### src/design/vgts_pkg.sv
// Shared types, constants and helpers for the voxel grid trilinear sampler.
package vgts_pkg;

  localparam int unsigned GridSide = 64;
  localparam int unsigned CoordW   = $clog2(GridSide);
  localparam int unsigned AddrW    = 3 * CoordW;
  localparam int unsigned Depth    = GridSide * GridSide * GridSide;
  localparam int unsigned DimW     = 7;
  localparam int unsigned CfgIdxW  = 3;

  typedef enum logic [1:0] {
    FUNC_SAMPLE = 2'd0,
    FUNC_WRITE  = 2'd1,
    FUNC_FILL   = 2'd2,
    FUNC_NONE   = 2'd3
  } func_e;

  typedef enum logic [CfgIdxW-1:0] {
    REG_DIM_X    = 3'd0,
    REG_DIM_Y    = 3'd1,
    REG_DIM_Z    = 3'd2,
    REG_ORIGIN_X = 3'd3,
    REG_ORIGIN_Y = 3'd4,
    REG_ORIGIN_Z = 3'd5,
    REG_INV_SP   = 3'd6,
    REG_UNUSED   = 3'd7
  } reg_e;

  typedef enum logic [2:0] {
    ST_IDLE,
    ST_AXIS,
    ST_READ,
    ST_BLEND,
    ST_BLEND_Y,
    ST_BLEND_Z,
    ST_FILL,
    ST_DONE
  } state_e;

  typedef struct packed {
    logic [1:0]        func;
    logic signed [31:0] pos_x;
    logic signed [31:0] pos_y;
    logic signed [31:0] pos_z;
    logic [5:0]        cell_i;
    logic [5:0]        cell_j;
    logic [5:0]        cell_k;
    logic signed [31:0] value;
  } in_word_t;

  typedef struct packed {
    logic signed [31:0] sample_value;
    logic               in_range;
  } out_word_t;

  // Memory port request from the sequencer.
  typedef struct packed {
    logic             we;
    logic [AddrW-1:0] addr;
    logic [31:0]      wdata;
  } mem_req_t;

  // Clamp a dimension register to the grid side.
  function automatic logic [CoordW:0] eff_dim(input logic [DimW-1:0] d);
    logic [CoordW:0] r;
    if (32'(d) > GridSide) r = (CoordW+1)'(GridSide);
    else r = (CoordW+1)'(d);
    return r;
  endfunction

  // (a*(65536-f) + b*f + 32768) >> 16 on biased 32-bit values.
  function automatic logic [31:0] lerp(input logic [31:0] a, input logic [31:0] b,
                                       input logic [15:0] f);
    logic [49:0] s;
    s = 50'(a) * 50'(17'h10000 - 17'(f)) + 50'(b) * 50'(f) + 50'd32768;
    return s[47:16];
  endfunction

endpackage

### src/design/vgts_axis.sv
// Per-axis offset, scale and floor: cell index, fraction and range flag.
module vgts_axis (
  input  logic                  clk_i,
  input  logic signed [31:0]    pos_i,
  input  logic signed [31:0]    org_i,
  input  logic [31:0]           inv_i,
  input  logic [vgts_pkg::CoordW:0] dim_i,
  output logic [vgts_pkg::CoordW-1:0] cell_o,
  output logic [15:0]           frac_o,
  output logic                  ok_o
);
  import vgts_pkg::*;

  logic signed [32:0] d_q;
  logic [63:0]        p;
  logic               neg;

  always_ff @(posedge clk_i) begin
    d_q <= 33'(pos_i) - 33'(org_i);
  end

  // Offset below 2^32 times 32-bit scale: one 32x32 product.
  assign neg    = d_q[32];
  assign p      = 64'(d_q[31:0]) * 64'(inv_i);
  assign ok_o   = !neg && (p[63:32] < 32'(dim_i));
  assign cell_o = p[32+CoordW-1:32];
  assign frac_o = p[31:16];

endmodule

### config.mk
export PLATFORM = sky130hd
export DESIGN_NAME = vgts_axis
export DESIGN_NICKNAME = d
export VERILOG_FILES = /design/src/design/vgts_pkg.sv /design/src/design/vgts_axis.sv
export SDC_FILE = /design/constraint.sdc
export NUM_CORES = 2
export LEC_CHECK = 0
export BUFFER_PORTS_ARGS = -buffer_cell sky130_fd_sc_hd__buf_2
export CAP_MARGIN = 10
export CELL_PAD_IN_SITES_DETAIL_PLACEMENT = 2
export CELL_PAD_IN_SITES_GLOBAL_PLACEMENT = 2
export CORE_MARGIN = 4
export CORE_UTILIZATION = 45
export DETAILED_ROUTE_END_ITERATION = 8
export PLACE_DENSITY = 0.91
export SYNTH_ARGS = -nofsm -noshare
export SYNTH_HDL_FRONTEND = slang
export SYNTH_SLANG_ARGS = --single-unit
### constraint.sdc
create_clock -name clk_i -period 36.7 [get_ports clk_i]
set_input_delay 5.505 -clock clk_i [delete_from_list [all_inputs] [get_ports clk_i]]
set_output_delay 5.505 -clock clk_i [all_outputs]
set_load 0.05 [all_outputs]
# Yosys cells after proc, flatten, opt, wreduce, memory -nomap -nowiden
# Cells that the tools add are included.
classes:
  bitwise: 0
  n_addsub: 1
  shifts: 0
  n_reduce_logical: 2
  eq_ne: 0
  mul: 1
  div_mod_pow: 0
  n_mux: 0
  magnitude_cmp: 1
op_table:
  columns: ["operator", "count"]
  rows:
  - ["32-bit by 32-bit multiplier with 64-bit output", 1]
  - ["32-bit by 32-bit subtractor with 33-bit output", 1]
  - ["32-bit by 7-bit less-than comparator with 1-bit output", 1]
  - ["1-bit logical AND", 1]
  - ["1-bit zero test", 1]
word_totals:
  latch_bits: 0
  wordCells: 6
  memories: 0
  inputBits: 104
  output_inout_bits: 23
  romBits: 0
  ramBits: 0
  reg_bits: 33

# Longest topological paths before layout
depth:
  word_depth: 3
  mapped_depth: 38
  mapped_depth_nobuf: 36

# Worst setup path after synthesis
# No wires, ideal clock.
synth_path:
  path_kind: "input to output"
  from: "input port inv_i[2]"
  to: "output port ok_o"
  path_buffers: 2
  slack_ps: 16673
  stages: 32
  arrival_time_ps: 14522
  required_time_ps: 31195
  cell_sequence: "clkbuf_1 and2_1 fa_1 inv_1 fa_1 fa_1 fa_1 inv_1 fa_1 inv_1 fa_1 inv_1 fa_1 inv_1 fa_1 inv_1 ha_1 clkbuf_1 nand2_1 o21a_1 a31oi_1 o21a_1 a31oi_1 nor2_1 nor2_1 xnor2_1 ha_1 a211oi_1 a221oi_1 a221oi_1 o31ai_1 nor4_2"
synth_between:
  elab_chain_cells: 3
synth_rtl:
  columns: ["element", "line", "text"]
  rows:
  - ["from (decl)", "vgts_axis.sv:6", "input logic [31:0] inv_i,"]
  - ["32-bit by 32-bit multiplier with 64-bit output", "vgts_axis.sv:24", "assign p = 64'(d_q[31:0]) * 64'(inv_i);"]
  - ["net cell_o (one bit)", "vgts_axis.sv:8", "output logic [vgts_pkg::CoordW-1:0] cell_o,"]
  - ["32-bit by 7-bit less-than comparator with 1-bit output", "vgts_axis.sv:25", "assign ok_o = !neg && (p[63:32] < 32'(dim_i));"]
  - ["1-bit logical AND", "vgts_axis.sv:25", null]
  - ["to (decl)", "vgts_axis.sv:10", "output logic ok_o"]
# The timed path passes the listed nets, and every way through them passes these cells.

# Worst setup path in the final report
layout_path:
  from: "input port inv_i[10]"
  to: "output port ok_o"
layout_between:
  elab_chain_cells: 3
layout_rtl:
  columns: ["element", "line"]
  rows:
  - ["32-bit by 32-bit multiplier with 64-bit output", "vgts_axis.sv:24"]
  - ["32-bit by 7-bit less-than comparator with 1-bit output", "vgts_axis.sv:25"]
  - ["1-bit logical AND", "vgts_axis.sv:25"]
# No other way between the ends.

==> impl_metrics.json <==
{
  "drt_wl_total_um": 171500,
  "boundaryPins": 127,
  "largest_reg_flops": 33,
  "crit_buf_inv": 5,
  "worstSetupStartpointType": "input port",
  "synthTopCellsByArea": "fa_1, ha_1, inv_1, and2_1, nand2_1",
  "crit_path_frequent_cell": "fa_1",
  "grt.overflow.total": 0,
  "layout_min_cycle_time_ns": 21.61,
  "place_congestion": 0.9194,
  "regArea_um2": 686.9,
  "hold_buffers": 0,
  "async_reset_ff_share_pct": 0,
  "cts_resized": 0,
  "crit_path_start": "inv_i[10]",
  "grt_max_degree": 33,
  "worst_pin_slew_ns": 1.155,
  "crit_type": "input port to output port",
  "critPathCapture": "ok_o",
  "areaGrowthSynthToFinish_pct": 3.922,
  "start_util_pct": 45.51,
  "nets": 5348,
  "syn_area_per_cell_um2": 8.737,
  "rsz0062_at_grt": "false",
  "antenna_found_initial": 9,
  "postRouteAntennaNets": 0,
  "yosysWarnings": 0,
  "cp_max_fo": 32,
  "drv_cap": 0,
  "ys_types": 80,
  "nFillCells": 8729,
  "reg.largest.list": "d_q: 33 flops",
  "crit_cells": 33,
  "viasPerCell": 6.059,
  "clk_pin_slew_worst_paths_ns": 0.06,
  "hold_class": "input port to flop",
  "row_count": 103,
  "setup_viol": 0,
  "track_usage_pct": 40.88,
  "cts_root_buf": "clkbuf_16",
  "fmax_mhz": 46.27,
  "core_area_um2": 79130,
  "htreeDepth": 2,
  "clk_path_buf_depth": 2,
  "synth-edff-count": 0,
  "relSlewSlack_pct": 23.03,
  "syn-num-nets": 5420,
  "cts_buffers": 5,
  "crit_family": "adder cells",
  "die_w_um": 290.9,
  "drive_gt1_share_pct": 4.914,
  "multiInputGateArea_um2": 30850,
  "yosysTopAreaCellShare_pct": 49.81,
  "postCtsSetupBuffers": 0,
  "status": "complete, no violations",
  "grt_first_pass_wirelength_um": 253600,
  "cpPeakStageDelay_ns": 0.83,
  "cts.sinks": 33,
  "grt_pass1_vias": 38380,
  "vias": 30930,
  "required_ns": 31.19,
  "synth_ff_type": "dfxtp_1",
  "worstSetupEndpointType": "output port",
  "drtIter0Drc": 2255,
  "die-area_um2": 84620,
  "top_register": "d_q",
  "syn_inst": 4122,
  "wl_per_cell_um": 33.60,
  "drc": 0,
  "ys_ff_latch": 33,
  "io_buffers": 126,
  "setup_tns_ns": 0,
  "cts_tree": "built",
  "finalHoldViolCount": 0,
  "synth_area_um2": 36010,
  "period_share_pct": 58.89,
  "slew_viol_final": 0,
  "yosysSeqAreaShare_pct": 1.834,
  "critPathArrivalTime_ns": 16.11,
  "dp_hpwl_um": 137900,
  "fp.dieH_um": 290.9,
  "crit_slowest_cell": "fa_1",
  "dr.pass1.iters": 6,
  "synth_top_area_cell": "fa_1"
}
[metal layers]
layer  vias up  wire, um  track usage [%]
met5         -        35                0
met4         6     16950            31.74
met3       959     12230            10.17
met2      1817     87040            71.91
met1     16160     55240            41.54
li1      11990         -                -
[cells in the mapped netlist (4+ instances only)]
master    instances
inv_1           968
fa_1            896
nand2_1         605
and2_1          496
ha_1            298
clkbuf_1        217
a21oi_1         101
nor2_1           84
o21ai_0          48
xnor2_1          44
nand4_1          38
dfxtp_1          33
a21o_1           28
nor3_1           26
nand3_1          19
xor2_1           13
a211oi_1         12
o21a_1           12
o21bai_1         12
and3_1            9
o211ai_1          9
o21ai_1           9
o31ai_1           9
a31oi_1           7
buf_2             7
nor4_1            7
mux2i_1           6
nor2b_1           6
a221oi_1          5
and4_1            5
nand2b_1          5
o22ai_1           5
or3_1             5
a21oi_2           4
nor3b_1           4
[layout by cell type (no fill, tap or decap), types with 6 or more instances in the layout]
cell type,instances
a21oi_1,101
o21ai_0,48
dfxtp_2,21
a211oi_1,12
a31oi_1,7
xor2_1,13
o21ai_1,9
and3_1,9
o31ai_1,9
buf_4,20
mux2i_1,6
buf_2,126
nand3_1,19
o21bai_1,12
a21o_1,28
nor2_1,84
nand2_1,605
fa_1,896
nor4_1,7
o21a_1,12
ha_1,298
and2_1,496
xnor2_1,44
inv_1,968
nor2b_1,6
dfxtp_1,12
o211ai_1,9
nand4_1,38
nor3_1,26
[through the flow]
step           cells  util (%)  hold WS [ns]  worst slack (ns)  instance area, um^2
4_1_cts         5100     47.28         5.463             15.41                37410
2_1_floorplan   4122         -         5.675             16.67                36010
5_1_grt         5101     47.29         5.478             14.57                37420
3_3_place_gp    5093     47.10         5.762             16.06                37270
6_report        5104     47.30         5.466             15.09                37420
3_5_place_dp    5093     47.10         5.776             15.44                37270
[final cells by class]
| type | instances | area share [%] |
|---|---|---|
| Multi-Input combinational cell | 2895 | 82.44 |
| Inverter | 969 | 9.719 |
| Tap cell | 1050 | 3.510 |
| Timing Repair Buffer | 146 | 2.086 |
| Sequential cell | 33 | 1.835 |
| Clock buffer | 7 | 0.3811 |
| Antenna cell | 4 | 0.02675 |
[kinds of logic (layout without fill, tap and decap cells)]
kind of cell,count (synthesis),after routing,share of synthesized area (%)
and+or+nand+nor,1326,1326,18.25
adders and majority gates,1194,1194,60.16
buffers and inverters,1194,1122,12.49
AOI/OAI and AO/OA,311,311,5.674
xor gates and xnor gates,57,57,1.386
DFF,33,33,1.834
muxes,7,7,0.1980
other,0,4,0
[worst min path at each step]
stage,startpoint,to,depth (start not counted)
floorplan,org_i[0],d_q[0],2
CTS,org_i[0],d_q[0],3
global route,org_i[0],d_q[0],3
finish,org_i[0],d_q[0],3
global placement,org_i[0],d_q[0],3
detailed placement,org_i[0],d_q[0],3
Power is not shown: default switching activity piles up to over one toggle a cycle in this logic, so the estimate is an artifact.
